<file path="src/rtl/rrq_pkg.sv">
package rrq_pkg;

    localparam int QUEUE_DEPTH_DEF = 16;
    localparam int COUNT_WIDTH_DEF = 16;
    localparam int ID_WIDTH_DEF    = 8;

    localparam int CMD_W    = 2;
    localparam int STATUS_W = 2;
    localparam int CAP_W    = 5;

    localparam logic [CAP_W-1:0] CAP_RESET = 5'd16;

    localparam logic [CMD_W-1:0] CMD_ENQUEUE = 2'd0;
    localparam logic [CMD_W-1:0] CMD_DEQUEUE = 2'd1;
    localparam logic [CMD_W-1:0] CMD_ROTATE  = 2'd2;
    localparam logic [CMD_W-1:0] CMD_TICK    = 2'd3;

    localparam logic [STATUS_W-1:0] STATUS_OK    = 2'd0;
    localparam logic [STATUS_W-1:0] STATUS_FULL  = 2'd1;
    localparam logic [STATUS_W-1:0] STATUS_EMPTY = 2'd2;

endpackage

</file>
<file path="src/rtl/rrq_ram.sv">
module rrq_ram #(
    parameter int WIDTH = 8,
    parameter int DEPTH = 16
) (
    input  logic                     i_clk,
    input  logic                     i_wr_en,
    input  logic [$clog2(DEPTH)-1:0] i_wr_addr,
    input  logic [WIDTH-1:0]         i_wr_data,
    input  logic                     i_rd_en,
    input  logic [$clog2(DEPTH)-1:0] i_rd_addr,
    output logic [WIDTH-1:0]         o_rd_data
);

    logic [WIDTH-1:0] r_mem [DEPTH];
    logic [WIDTH-1:0] r_rd_data;

    always_ff @(posedge i_clk) begin
        if (i_wr_en) begin
            r_mem[i_wr_addr] <= i_wr_data;
        end
        if (i_rd_en) begin
            r_rd_data <= r_mem[i_rd_addr];
        end
    end

    assign o_rd_data = r_rd_data;

endmodule

</file>
<file path="src/rtl/round_robin_run_queue_top.sv">
// Round-robin run queue: a bounded FIFO of process entries (id, remaining units, queue
// time, total time) kept in one entry memory with a head pointer and an entry count.
// Each request gives one result. Enqueue, dequeue and a one-entry rotate go through
// the finish state, which loads the result register; a rotate of more entries first
// passes a rotate state, and a tick a walk state that walks every stored entry one per
// cycle through the memory's single read and write ports. A new request is taken in the
// cycle after the last result was loaded, even while it is not yet taken. The user must
// write capacity on the configuration channel only while the queue is idle; the block
// does not enforce it. Values above the depth act as the depth, zero refuses enqueues.
module round_robin_run_queue_top #(
    parameter int QUEUE_DEPTH = rrq_pkg::QUEUE_DEPTH_DEF,
    parameter int COUNT_WIDTH = rrq_pkg::COUNT_WIDTH_DEF,
    parameter int ID_WIDTH    = rrq_pkg::ID_WIDTH_DEF,
    localparam int EW    = ID_WIDTH + 3 * COUNT_WIDTH,
    localparam int OW    = $clog2(QUEUE_DEPTH + 1),
    localparam int IN_W  = ((EW + 7) / 8) * 8,
    localparam int OUT_W = ((EW + OW + 7) / 8) * 8
) (
    input  logic                        i_clk,
    input  logic                        i_rst_n,
    input  logic                        i_cfg_valid,
    output logic                        o_cfg_ready,
    input  logic [rrq_pkg::CAP_W-1:0]   i_cfg_data,
    input  logic                        s_axis_tvalid,
    output logic                        s_axis_tready,
    // process_id, remaining_units, queue_time_in, total_time_in
    input  logic [IN_W-1:0]             s_axis_tdata,
    // cmd
    input  logic [rrq_pkg::CMD_W-1:0]   s_axis_tuser,
    output logic                        m_axis_tvalid,
    input  logic                        m_axis_tready,
    // entry_id, entry_remaining, entry_queue_time, entry_total_time, occupancy
    output logic [OUT_W-1:0]            m_axis_tdata,
    // status, entry_valid
    output logic [rrq_pkg::STATUS_W:0]  m_axis_tuser
);

    localparam int AW = $clog2(QUEUE_DEPTH);
    localparam int CW = OW;

    localparam int REM_LO = ID_WIDTH;
    localparam int QT_LO  = ID_WIDTH + COUNT_WIDTH;
    localparam int TT_LO  = ID_WIDTH + 2 * COUNT_WIDTH;

    localparam logic [1:0] S_IDLE = 2'd0;
    localparam logic [1:0] S_ROT  = 2'd1;
    localparam logic [1:0] S_WALK = 2'd2;
    localparam logic [1:0] S_FIN  = 2'd3;

    localparam logic [1:0] SRC_NONE = 2'd0;
    localparam logic [1:0] SRC_RAM  = 2'd1;
    localparam logic [1:0] SRC_HOLD = 2'd2;

    localparam logic [COUNT_WIDTH-1:0] CNT_MAX = '1;

    logic [1:0]                     r_state, n_state;
    logic [AW-1:0]                  r_head, n_head;
    logic [CW-1:0]                  r_count, n_count;
    logic [rrq_pkg::CAP_W-1:0]      r_cap;
    logic [1:0]                     r_src, n_src;
    logic [rrq_pkg::STATUS_W-1:0]   r_status, n_status;
    logic [AW-1:0]                  r_slot, n_slot;
    logic [CW-1:0]                  r_left, n_left;
    logic                           r_first, n_first;
    logic [EW-1:0]                  r_hold, n_hold;
    logic                           r_out_valid, n_out_valid;
    logic [rrq_pkg::STATUS_W-1:0]   r_out_status, n_out_status;
    logic                           r_out_ev, n_out_ev;
    logic [EW-1:0]                  r_out_entry, n_out_entry;
    logic [OW-1:0]                  r_out_occ, n_out_occ;

    logic                           ram_wr_en;
    logic [AW-1:0]                  ram_wr_addr;
    logic [EW-1:0]                  ram_wr_data;
    logic                           ram_rd_en;
    logic [AW-1:0]                  ram_rd_addr;
    logic [EW-1:0]                  ram_rd_data;

    logic                           in_req;
    logic                           out_free;
    logic                           is_full;
    logic [EW-1:0]                  in_entry;
    logic [EW-1:0]                  walk_entry;
    logic [COUNT_WIDTH-1:0]         w_rem, w_qt, w_tt;

    function automatic logic [AW-1:0] f_slot(input logic [AW-1:0] base,
                                             input logic [CW-1:0] off);
        logic [CW:0] sum;
        sum = (CW+1)'(base) + (CW+1)'(off);
        if (sum >= (CW+1)'(QUEUE_DEPTH)) begin
            sum = sum - (CW+1)'(QUEUE_DEPTH);
        end
        return sum[AW-1:0];
    endfunction

    rrq_ram #(
        .WIDTH (EW),
        .DEPTH (QUEUE_DEPTH)
    ) u_ram (
        .i_clk     (i_clk),
        .i_wr_en   (ram_wr_en),
        .i_wr_addr (ram_wr_addr),
        .i_wr_data (ram_wr_data),
        .i_rd_en   (ram_rd_en),
        .i_rd_addr (ram_rd_addr),
        .o_rd_data (ram_rd_data)
    );

    assign o_cfg_ready   = 1'b1;
    assign s_axis_tready = (r_state == S_IDLE);
    assign in_req        = s_axis_tvalid && s_axis_tready;
    assign out_free      = !r_out_valid || m_axis_tready;
    assign in_entry      = s_axis_tdata[EW-1:0];
    assign is_full       = (32'(r_count) >= 32'(QUEUE_DEPTH)) || (32'(r_count) >= 32'(r_cap));

    // tick update of the entry coming back from memory
    always_comb begin
        w_rem = ram_rd_data[REM_LO +: COUNT_WIDTH];
        w_qt  = ram_rd_data[QT_LO +: COUNT_WIDTH];
        w_tt  = ram_rd_data[TT_LO +: COUNT_WIDTH];
        if (r_first && (w_rem != '0)) begin
            w_rem = w_rem - COUNT_WIDTH'(1);
        end
        if (w_qt != CNT_MAX) begin
            w_qt = w_qt + COUNT_WIDTH'(1);
        end
        if (w_tt != CNT_MAX) begin
            w_tt = w_tt + COUNT_WIDTH'(1);
        end
        walk_entry = {w_tt, w_qt, w_rem, ram_rd_data[ID_WIDTH-1:0]};
    end

    always_comb begin
        n_state      = r_state;
        n_head       = r_head;
        n_count      = r_count;
        n_src        = r_src;
        n_status     = r_status;
        n_slot       = r_slot;
        n_left       = r_left;
        n_first      = r_first;
        n_hold       = r_hold;
        n_out_valid  = r_out_valid;
        n_out_status = r_out_status;
        n_out_ev     = r_out_ev;
        n_out_entry  = r_out_entry;
        n_out_occ    = r_out_occ;
        ram_wr_en    = 1'b0;
        ram_wr_addr  = r_head;
        ram_wr_data  = in_entry;
        ram_rd_en    = 1'b0;
        ram_rd_addr  = r_head;

        if (r_out_valid && m_axis_tready) begin
            n_out_valid = 1'b0;
        end

        case (r_state)
            S_IDLE: begin
                if (in_req) begin
                    n_state  = S_FIN;
                    n_status = rrq_pkg::STATUS_OK;
                    n_src    = SRC_RAM;
                    if (s_axis_tuser == rrq_pkg::CMD_ENQUEUE) begin
                        if (is_full) begin
                            n_status  = rrq_pkg::STATUS_FULL;
                            ram_rd_en = (r_count != '0);
                            n_src     = (r_count != '0) ? SRC_RAM : SRC_NONE;
                        end else begin
                            ram_wr_en   = 1'b1;
                            ram_wr_addr = f_slot(r_head, r_count);
                            n_count     = r_count + CW'(1);
                            n_hold      = in_entry;
                            ram_rd_en   = (r_count != '0);
                            n_src       = (r_count != '0) ? SRC_RAM : SRC_HOLD;
                        end
                    end else if (r_count == '0) begin
                        n_status = rrq_pkg::STATUS_EMPTY;
                        n_src    = SRC_NONE;
                    end else begin
                        ram_rd_en = 1'b1;
                        case (s_axis_tuser)
                            rrq_pkg::CMD_DEQUEUE: begin
                                n_head  = f_slot(r_head, CW'(1));
                                n_count = r_count - CW'(1);
                            end
                            rrq_pkg::CMD_ROTATE: begin
                                if (r_count != CW'(1)) begin
                                    n_state = S_ROT;
                                end
                            end
                            rrq_pkg::CMD_TICK: begin
                                n_state = S_WALK;
                                n_slot  = r_head;
                                n_left  = r_count - CW'(1);
                                n_first = 1'b1;
                                n_src   = SRC_HOLD;
                            end
                            default: begin
                                n_state = S_FIN;
                            end
                        endcase
                    end
                end
            end
            S_ROT: begin
                ram_wr_en   = 1'b1;
                ram_wr_addr = f_slot(r_head, r_count);
                ram_wr_data = ram_rd_data;
                ram_rd_en   = 1'b1;
                ram_rd_addr = f_slot(r_head, CW'(1));
                n_head      = f_slot(r_head, CW'(1));
                n_state     = S_FIN;
            end
            S_WALK: begin
                ram_wr_en   = 1'b1;
                ram_wr_addr = r_slot;
                ram_wr_data = walk_entry;
                n_first     = 1'b0;
                if (r_first) begin
                    n_hold = walk_entry;
                end
                if (r_left != '0) begin
                    ram_rd_en   = 1'b1;
                    ram_rd_addr = f_slot(r_slot, CW'(1));
                    n_slot      = f_slot(r_slot, CW'(1));
                    n_left      = r_left - CW'(1);
                end else begin
                    n_state = S_FIN;
                end
            end
            S_FIN: begin
                if (out_free) begin
                    n_out_valid  = 1'b1;
                    n_out_status = r_status;
                    n_out_ev     = (r_src != SRC_NONE);
                    n_out_occ    = r_count;
                    case (r_src)
                        SRC_RAM:  n_out_entry = ram_rd_data;
                        SRC_HOLD: n_out_entry = r_hold;
                        default:  n_out_entry = '0;
                    endcase
                    n_state = S_IDLE;
                end
            end
            default: begin
                n_state = S_IDLE;
            end
        endcase
    end

    always_ff @(posedge i_clk) begin
        if (!i_rst_n) begin
            r_state     <= S_IDLE;
            r_head      <= '0;
            r_count     <= '0;
            r_cap       <= rrq_pkg::CAP_RESET;
            r_out_valid <= 1'b0;
        end else begin
            r_state     <= n_state;
            r_head      <= n_head;
            r_count     <= n_count;
            r_out_valid <= n_out_valid;
            if (i_cfg_valid && o_cfg_ready) begin
                r_cap <= i_cfg_data;
            end
        end
    end

    always_ff @(posedge i_clk) begin
        r_src        <= n_src;
        r_status     <= n_status;
        r_slot       <= n_slot;
        r_left       <= n_left;
        r_first      <= n_first;
        r_hold       <= n_hold;
        r_out_status <= n_out_status;
        r_out_ev     <= n_out_ev;
        r_out_entry  <= n_out_entry;
        r_out_occ    <= n_out_occ;
    end

    assign m_axis_tvalid = r_out_valid;
    assign m_axis_tdata  = OUT_W'({r_out_occ, r_out_entry});
    assign m_axis_tuser  = {r_out_ev, r_out_status};

    a_count_bound: assert property (@(posedge i_clk) disable iff (!i_rst_n)
        32'(r_count) <= 32'(QUEUE_DEPTH))
        else $error("entry count beyond queue depth");

    a_empty_result: assert property (@(posedge i_clk) disable iff (!i_rst_n)
        r_out_valid && (r_out_status == rrq_pkg::STATUS_EMPTY)
        |-> !r_out_ev && (r_out_occ == '0))
        else $error("empty status with entries reported");

    a_no_entry_zero: assert property (@(posedge i_clk) disable iff (!i_rst_n)
        r_out_valid && !r_out_ev |-> (r_out_entry == '0))
        else $error("entry fields not cleared without an entry");

    a_dequeue_count: assert property (@(posedge i_clk) disable iff (!i_rst_n)
        in_req && (s_axis_tuser == rrq_pkg::CMD_DEQUEUE) && (r_count != '0)
        |=> r_count == $past(r_count) - CW'(1))
        else $error("dequeue did not remove one entry");

endmodule
</file>
<file path="config.mk">
export PLATFORM = sky130hd
export DESIGN_NAME = round_robin_run_queue_top
export DESIGN_NICKNAME = d
export VERILOG_FILES = /design/src/rtl/rrq_pkg.sv /design/src/rtl/rrq_ram.sv /design/src/rtl/round_robin_run_queue_top.sv
export SDC_FILE = /design/constraint.sdc
export NUM_CORES = 2
export LEC_CHECK = 0
export ABC_CLOCK_PERIOD_IN_PS = 8200
export BUFFER_PORTS_ARGS = -buffer_cell sky130_fd_sc_hd__buf_2
export CAP_MARGIN = 30
export CORE_MARGIN = 2
export CORE_UTILIZATION = 64
export CTS_BUF_LIST = sky130_fd_sc_hd__clkbuf_8
export DETAILED_ROUTE_END_ITERATION = 12
export PLACE_DENSITY_LB_ADDON = 0.1
export SYNTH_ARGS = -nofsm -noshare
export SYNTH_HDL_FRONTEND = slang
export SYNTH_SLANG_ARGS = --single-unit
</file>
<file path="constraint.sdc">
create_clock -name i_clk -period 8.2 [get_ports i_clk]
set_input_delay 2.05 -clock i_clk [delete_from_list [all_inputs] [get_ports i_clk]]
set_output_delay 2.05 -clock i_clk [all_outputs]
set_load 0.01 [all_outputs]
</file>
### Yosys cells after proc, flatten, opt, wreduce, memory -nomap -nowiden

Memory sizes are Yosys's and may differ from the RTL's. A register that Yosys moved wholly into a read port is not among the register bits.
Index checks and enable logic that the tools add are counted.

* memory bits (writable): 896
* bits in registers: 151
* word-level logic and storage cells: 158
* bits of input ports: 68
* output and inout port bits: 70
* memories kept: 1

* reduce and logical (&&, ||, !) cells: 25
* magnitude comparators: 5
* $add $sub $neg: 12
* equality and inequality tests: 24
* mux-type cells: 76

Memory list
* u_ram.r_mem: words 16, bits a word 56, rd ports 1, clocked after Yosys merged registers in 1, wr ports 1, RTL line rrq_ram.sv:14 `logic [WIDTH-1:0] r_mem [DEPTH];`

Operators by type and width (number)
* $pmux W56 S2: 3
* $mux W56: 4
* $mux W4: 16
* $mux W16: 3
* $mux W5: 9
* $add A16 B1 Y16 const B: 2
* $ne A16 B16 Y1 const B: 2
* $mux W2: 13
* $pmux W4 S2: 3
* $reduce_and A5 Y1: 4
* $mux W1: 18
* $ne A2 B2 Y1 const B: 9
* $reduce_bool A16 Y1: 1
* $sub A16 B1 Y16 const B: 1
* $ge A5 B5 Y1 const B: 3
* $pmux W4 S3: 1
* $sub A4 B1 Y4 const B: 3
* $add A4 B1 Y5 const B: 2
* $eq A2 B2 Y1 const B: 5
* $pmux W5 S2: 1
* $reduce_bool A5 Y1: 2
* $sub A5 B1 Y5 const B: 2
* $ne A2 B1 Y1 const B: 4
* $pmux W2 S4: 1
* 19 further kinds: 30

### Logic depth before layout (Yosys ltp)

* depth after elaboration: 8
* gate-level depth with buffers: 13
* depth with buffers taken out: 8

### Modules after synthesis

From an unflattened synthesis, not the netlist that was laid out.

* cell total of the unflattened synthesis: 2441
* area total of the unflattened synthesis: 44759.2 um2

Modules (own cells, without submodules)
* rrq_ram: area an instance 35238.8 um2, sequential area each 28587.4 um2, instances 1, cells an instance 1445
* round_robin_run_queue_top: area an instance 9520.4 um2, sequential area each 4364.2 um2, instances 1, cells an instance 996

### Worst setup path before layout

Ideal clock, no wire load.

* path kind: input to register
* start point: input s_axis_tuser[1] in the netlist's numbering
* end point: memory u_ram.r_mem[11][0] in the netlist's numbering (enable)
* buffers on the path: 2
* cell stages on the path: 7
* data arrival time: 5.961 ns
* required time: 7.730 ns
* library setup time: 0.470 ns
* slack: 1.769 ns
* cell sequence: clkbuf_1 nor4_1 o21a_1 clkbuf_1 o311ai_0 a2111o_1 nor2_1

* longest elaborated chain between the ends: 6
* elaborated cells between the ends (all ways): 9
* classes of those cells: 8 x mux; 1 x reduce/logical

Ends and longest elaborated chain
* start: declaration: RTL line round_robin_run_queue_top.sv:29 `input logic [rrq_pkg::CMD_W-1:0] s_axis_tuser,`
* $logic_not A2 Y1 *: RTL line round_robin_run_queue_top.sv:164 `if (s_axis_tuser == rrq_pkg::CMD_ENQUEUE) begin`
* $mux W1: RTL line round_robin_run_queue_top.sv:164
* $mux W1: RTL line round_robin_run_queue_top.sv:160 `if (in_req) begin`
* $pmux W1 S2: RTL line round_robin_run_queue_top.sv:158 `case (r_state)`
* $mux W1: RTL line rrq_ram.sv:18 `if (i_wr_en) begin`
* $mux W1 (implied by the code): RTL line rrq_ram.sv:19 `r_mem[i_wr_addr] <= i_wr_data;`
* end: declaration: RTL line rrq_ram.sv:14

Every way passes the cells marked *; elsewhere a longest branch is shown, timed or not.

### Final worst setup path

* start point: register r_state[1]
* end point: register u_ram.r_rd_data[18], in the netlist u_ram.o_rd_data[18], read port of u_ram.r_mem, data pin

* longest elaborated chain between the ends: 4
* elaborated cells between the ends (all ways): 7
* classes of those cells: 2 x eq/ne; 3 x mux; 2 x reduce/logical

Ends and longest elaborated chain
* start: declaration: RTL line round_robin_run_queue_top.sv:56 `logic [1:0] r_state, n_state;`
* start signal: assignment: RTL line round_robin_run_queue_top.sv:260 `r_state <= n_state;`
* $logic_not A2 Y1: RTL line round_robin_run_queue_top.sv:110, round_robin_run_queue_top.sv:158
* $logic_and A1 B1 Y1: RTL line round_robin_run_queue_top.sv:111 `assign in_req = s_axis_tvalid && s_axis_tready;`
* $mux W1: RTL line round_robin_run_queue_top.sv:160
* $pmux W1 S3: RTL line round_robin_run_queue_top.sv:158
* end: declaration: RTL line rrq_ram.sv:15 `logic [WIDTH-1:0] r_rd_data;`

Parallel ways exist; a longest one is shown, timed or not.
A chain may end at the register's enable or synchronous reset.

==> impl_results.html <==
<table>
<tr><th>Metric</th><th>Value</th></tr>
<tr><th colspan="2">Routing</th></tr>
<tr><td>Final wirelength</td><td>121500 microns</td></tr>
<tr><td>Final antenna-violating net count</td><td>0</td></tr>
<tr><td>Routed WL per cell</td><td>approximately 27 microns</td></tr>
<tr><td>Detailed router's first-iteration violation count</td><td>roughly 4300</td></tr>
<tr><td>DRC violation count after routing</td><td>0</td></tr>
<tr><td>Total number of vias</td><td>slightly above 30000</td></tr>
<tr><td>Detailed-router iteration count before antenna repair</td><td>5</td></tr>
<tr><td>Mean number of vias per cell</td><td>6.678</td></tr>
<tr><th colspan="2">Floorplanning</th></tr>
<tr><td>Number of placement rows</td><td>97</td></tr>
<tr><td>Effective utilization at floorplan</td><td>between 60 and 70%</td></tr>
<tr><td>Total Die Area</td><td>between 0.07 and 0.08 sq mm</td></tr>
<tr><td>Die width</td><td>around 270 microns</td></tr>
<tr><td>Area of the core</td><td>~0.070 sq mm</td></tr>
<tr><td>Number of ports placed on the die boundary</td><td>~140</td></tr>
<tr><td>Die height</td><td>~270 microns</td></tr>
<tr><th colspan="2">Setup path</th></tr>
<tr><td>Critical Path End Type</td><td>flip-flop</td></tr>
<tr><td>Reg-to-reg endpoint</td><td>u_ram.o_rd_data[18]$_DFFE_PP_</td></tr>
<tr><td>Count of buffering cells on the critical path with inverters included</td><td>3</td></tr>
<tr><td>Largest delay share family, worst path</td><td>simple AND/OR/NAND/NOR gates</td></tr>
<tr><td>Worst Path Required</td><td>slightly below 9 ns</td></tr>
<tr><td>CP max stage delay</td><td>0.81 ns</td></tr>
<tr><td>Worst reg2reg setup slack</td><td>2.94 ns</td></tr>
<tr><td>Worst r2r src</td><td>r_state[1]$_SDFFE_PN0P_</td></tr>
<tr><td>Most frequent CP cell</td><td>sky130_fd_sc_hd__buf_4</td></tr>
<tr><td>Startpoint class of the critical path</td><td>flip-flop</td></tr>
<tr><td>Number of cells on the worst reg-to-reg path</td><td>10</td></tr>
<tr><td>Sequence of cells on the critical path</td><td>inv_1 -&gt; ha_4 -&gt; buf_4 -&gt; and2_1 -&gt; and3_1 -&gt; or3_4 -&gt; buf_4 -&gt; mux2i_1 -&gt; a221oi_1 -&gt; or4_1</td></tr>
<tr><td>Worst setup path start</td><td>r_state[1]$_SDFFE_PN0P_</td></tr>
<tr><td>Crit-path max FO</td><td>between 70 and 80</td></tr>
<tr><td>Category of the most critical setup path</td><td>reg2reg</td></tr>
<tr><td>Data arrival time at the worst-slack endpoint</td><td>5.80 ns</td></tr>
<tr><td>Crit path max-delay cell type</td><td>sky130_fd_sc_hd__ha_4</td></tr>
<tr><th colspan="2">Clock network</th></tr>
<tr><td>Root Driver</td><td>sky130_fd_sc_hd__clkbuf_8</td></tr>
<tr><td>Maximum buffer depth of the clock tree</td><td>3</td></tr>
<tr><td>Post-CTS sizing</td><td>0</td></tr>
<tr><td>Post-CTS setup buffers</td><td>0</td></tr>
<tr><td>Total number of H-tree levels</td><td>4</td></tr>
<tr><td>Worst-Skew Late Latency</td><td>roughly 0.83 ns</td></tr>
<tr><td>Clock-pin slew reported for the worst setup and hold paths after clock tree synthesis</td><td>about 0.060 ns</td></tr>
<tr><td>Number of CTS-inserted buffers</td><td>170</td></tr>
<tr><td>Clock tree from TritonCTS</td><td>yes</td></tr>
<tr><td>Clock sink count</td><td>approximately 1100</td></tr>
<tr><td>CTS Hold Bufs</td><td>0</td></tr>
<tr><th colspan="2">Yosys</th></tr>
<tr><td>Compound-cell area share of the yosys netlist</td><td>12.83%</td></tr>
<tr><td>Library cell with the largest summed area after synthesis</td><td>sky130_fd_sc_hd__edfxtp_1</td></tr>
<tr><td>Post-synthesis register bit count</td><td>~1100</td></tr>
<tr><td>Post-synthesis adder-cell area fraction</td><td>less than 1%</td></tr>
<tr><td>Mapped Avg Cell Area</td><td>roughly 14 sq um</td></tr>
<tr><td>Post-synthesis mux area share</td><td>1.761%</td></tr>
<tr><td>Most instantiated flip-flop cell in the synthesis netlist</td><td>sky130_fd_sc_hd__edfxtp_1</td></tr>
<tr><td>Post-synthesis instance total</td><td>3309</td></tr>
<tr><td>Main combinational cell family by area after synthesis</td><td>compound AO/OA/AOI/OAI gates</td></tr>
<tr><td>Area share of the leading cell type in the synthesized netlist</td><td>between 70 and 80%</td></tr>
<tr><td>Sequential fraction of the synthesis area</td><td>72.56%</td></tr>
<tr><td>Xor and xnor fraction of the mapped netlist area</td><td>less than 1%</td></tr>
<tr><td>Cell area after synthesis</td><td>between 0.04 and 0.05 sq mm</td></tr>
<tr><td>Number of library cell types mapped by synthesis</td><td>69</td></tr>
<tr><td>Ys async rst share</td><td>0%</td></tr>
<tr><td>Yosys Warn Count</td><td>0</td></tr>
<tr><td>Simple logic cell fraction of the synthesized area</td><td>under 10%</td></tr>
<tr><td>Biggest area contributors in the synthesized netlist</td><td>sky130_fd_sc_hd__edfxtp_1, sky130_fd_sc_hd__a21oi_1, sky130_fd_sc_hd__a221oi_1</td></tr>
<tr><td>Number of enable-type register cells in the synthesized netlist</td><td>between 1000 and 1500</td></tr>
<tr><th colspan="2">STA</th></tr>
<tr><td>Final min period</td><td>5.256 ns</td></tr>
<tr><td>Highest Clock Rate</td><td>190.2 MHz</td></tr>
<tr><td>Final period util</td><td>approximately 64%</td></tr>
<tr><td>Number of endpoints failing setup at the final stage</td><td>0</td></tr>
<tr><td>Relative slew slack</td><td>around a fifth</td></tr>
<tr><td>Number of slew-limit violations in the final report</td><td>0</td></tr>
<tr><td>Setup repair after global routing missed its margin</td><td>false</td></tr>
<tr><td>Hold Vio Cnt, Final</td><td>0</td></tr>
<tr><td>Clk_skew</td><td>0.03699 ns</td></tr>
<tr><td>Slew @ Worst Pin</td><td>about 1.2 ns</td></tr>
<tr><td>Setup total negative slack</td><td>0 ns</td></tr>
<tr><td>Minimum setup slack in the final design</td><td>2.944 ns</td></tr>
<tr><th colspan="2">Power</th></tr>
<tr><td>Power Density</td><td>approximately 420 mW/mm^2</td></tr>
<tr><td>Power consumption</td><td>approximately 21 mW</td></tr>
<tr><td>Internal power contribution</td><td>13.06 mW</td></tr>
<tr><td>Max IR drop VDD</td><td>0.2922 mV</td></tr>
<tr><td>Switching power of the nets</td><td>a little over 8 mW</td></tr>
<tr><td>Clock Power Share</td><td>between 15 and 20%</td></tr>
<tr><td>Sequential share of power</td><td>about 44%</td></tr>
<tr><td>Leakage power of the design</td><td>between 15 and 20 nW</td></tr>
<tr><td>Share of power burned in combinational logic</td><td>36.0%</td></tr>
<tr><td>Switching Share</td><td>about two fifths</td></tr>
<tr><th colspan="2">Hold path</th></tr>
<tr><td>Path class of the lowest-slack min-delay path</td><td>reg2reg</td></tr>
<tr><td>Worst Min Path Start</td><td>r_status[0]$_SDFFCE_PN0P_</td></tr>
<tr><td>Cell count of the worst hold path</td><td>0</td></tr>
<tr><td>Worst Hold Endpoint</td><td>r_out_status[0]$_DFFE_PP_</td></tr>
<tr><th colspan="2">Finish</th></tr>
<tr><td>Share of the core filled with cells</td><td>about 72%</td></tr>
<tr><td>Final design area excluding fillers</td><td>0.05057 sq mm</td></tr>
<tr><td>Number of nets in the final layout</td><td>roughly 3600</td></tr>
<tr><td>Filler Cells Inserted</td><td>4580</td></tr>
<tr><td>Signed area change from the synthesized netlist to the final layout</td><td>11.35%</td></tr>
<tr><td>Share of cells above drive strength 1</td><td>13.78%</td></tr>
<tr><th colspan="2">GRT</th></tr>
<tr><td>GRT Overall Usage</td><td>around 33%</td></tr>
<tr><td>Number of global-route vias before repair</td><td>around 30000</td></tr>
<tr><td>Global route total overflow</td><td>0</td></tr>
<tr><td>Number of antenna violations at the first check in global routing</td><td>3</td></tr>
<tr><td>Maximum number of pins on one net before global-route repair</td><td>around 250</td></tr>
<tr><td>First-pass GRT wire length</td><td>roughly 180000 microns</td></tr>
<tr><th colspan="2">Placement</th></tr>
<tr><td>Number of input and output port buffers inserted</td><td>about 130</td></tr>
<tr><td>Gp weighted congestion</td><td>~0.90</td></tr>
<tr><td>Pre-CTS setup slack</td><td>2.446 ns</td></tr>
<tr><td>Cell area after placement</td><td>between 0.04 and 0.05 sq mm</td></tr>
<tr><td>Half-perimeter wire length after placement</td><td>roughly 70000 microns</td></tr>
<tr><th colspan="2">Job</th></tr>
<tr><td>Max Cap Viol</td><td>0</td></tr>
<tr><th colspan="2">Run status</th></tr>
<tr><td>Result of the run</td><td>complete, no violations</td></tr>
</table>
## power by group through the flow
stage	Clock, mW	Combinational, mW	Sequential (mW)
floorplan	0	4.46	9.37
global placement	0	6.84	9.50
detailed placement	0	7.32	9.51
CTS	4.19	7.34	9.40
global route	4.42	8.19	9.48
finish	4.15	7.63	9.41
## worst reg2reg max path: stages, from the launching register on
cell	delay (ns)
sky130_fd_sc_hd__dfxtp_1	0.40
sky130_fd_sc_hd__inv_1	0.14
sky130_fd_sc_hd__ha_4	0.82
sky130_fd_sc_hd__buf_4	0.67
sky130_fd_sc_hd__and2_1	0.33
sky130_fd_sc_hd__and3_1	0.23
sky130_fd_sc_hd__or3_4	0.61
sky130_fd_sc_hd__buf_4	0.82
sky130_fd_sc_hd__mux2i_1	0.31
sky130_fd_sc_hd__a221oi_1	0.14
sky130_fd_sc_hd__or4_1	0.51
## kinds of logic after synthesis
group,after synthesis
flops,1103
xor+xnor,48
compound gates,899
mux,79
fa+ha+maj,28
other cells,2
buf+inv,312
simple gates,838
## worst max path at each step
stage,to,slack [ns],cells after the start
after detailed placement,u_ram.r_mem[11][0]$_DFFE_PP_,2.45,7
after CTS,u_ram.o_rd_data[18]$_DFFE_PP_,3.03,10
final,u_ram.o_rd_data[18]$_DFFE_PP_,2.94,10
after floorplan,u_ram.r_mem[11][0]$_DFFE_PP_,1.77,7
after global routing,u_ram.o_rd_data[16]$_DFFE_PP_,2.67,10
after global placement,u_ram.r_mem[11][2]$_DFFE_PP_,2.46,8
## cell usage in the layout, fill, tap and decap left out, drive strengths merged, types with 9 or more instances in the layout
| cell type | count |
|---|---|
| xor2 | 23 |
| clkinv | 65 |
| ha | 27 |
| nor2 | 135 |
| or4 | 57 |
| nand3 | 15 |
| nand2 | 486 |
| a31oi | 26 |
| dfxtp | 17 |
| buf | 244 |
| a221oi | 235 |
| nor3 | 9 |
| inv | 103 |
| nor2b | 69 |
| edfxtp | 1086 |
| a22oi | 65 |
| clkbuf | 179 |
| nand4 | 14 |
| o22ai | 12 |
| o21ai | 64 |
| mux2i | 72 |
| o211ai | 15 |
| a21oi | 425 |
| xnor2 | 25 |
## per-layer routing
layer	GRT usage [%]	vias to the layer above	wire [microns]
li1	-	13080	-
met1	47.23	14970	47290
met2	50.01	2010	55700
met3	8.579	260	15190
met4	11.57	0	3355
met5	0	-	0
## stage by stage
step	instances	hold slack, ns
3_3_place_gp	4199	0.4076
6_report	4541	0.4203
2_1_floorplan	3311	0.4003
3_5_place_dp	4226	0.4065
5_1_grt	4541	0.4228
4_1_cts	4526	0.4207
## registers in the layout (all words and copies together) (netlist names)
| name | count |
|---|---|
| r_out_status | 2 |
| r_hold | 56 |
| m_axis_tvalid | 1 |
| r_slot | 4 |
| r_state | 2 |
| r_count | 5 |
| u_ram.r_mem | 896 |
| r_out_entry | 56 |
| r_status | 2 |
| r_left | 5 |
| r_src | 2 |
| r_out_occ | 5 |
| r_out_ev | 1 |
| r_cap | 5 |
| r_first | 1 |
| r_head | 4 |
| u_ram.o_rd_data | 56 |
## synthesized netlist by cell type, drive strengths merged (3+ instances only)
library cell / number
mux2: 7
and4: 8
a21o: 6
o21bai: 3
dfxtp: 17
a2111o: 3
nand2b: 6
nand2: 486
a211oi: 7
inv: 56
clkbuf: 179
o2111ai: 5
a21boi: 6
nor2b: 69
a31oi: 26
o22ai: 12
mux2i: 72
buf: 76
nor4: 5
ha: 27
nand3b: 5
xor2: 23
and3: 8
xnor2: 25
a2bb2oi: 3
nand4: 14
edfxtp: 1086
a21oi: 425
or3: 5
a221oi: 235
nor2: 135
nand3: 15
o211ai: 15
o21ai: 64
o21a: 4
or4: 57
or4b: 3
nor3: 9
and2: 7
a22oi: 65
## area by class of cell
cell class	instances	area (sq um)	area share (%)
clock buffers	179	2464	4.872
multi-input cells	1896	11430	22.60
clock inverters	121	570.5	1.128
well taps	940	1176	2.326
inverters	57	214.0	0.4231
flip-flops and latches	1103	32950	65.16
repair buffers	244	1760	3.481
diodes	1	2.502	0.004949
Power figures use the tool's default switching activity.
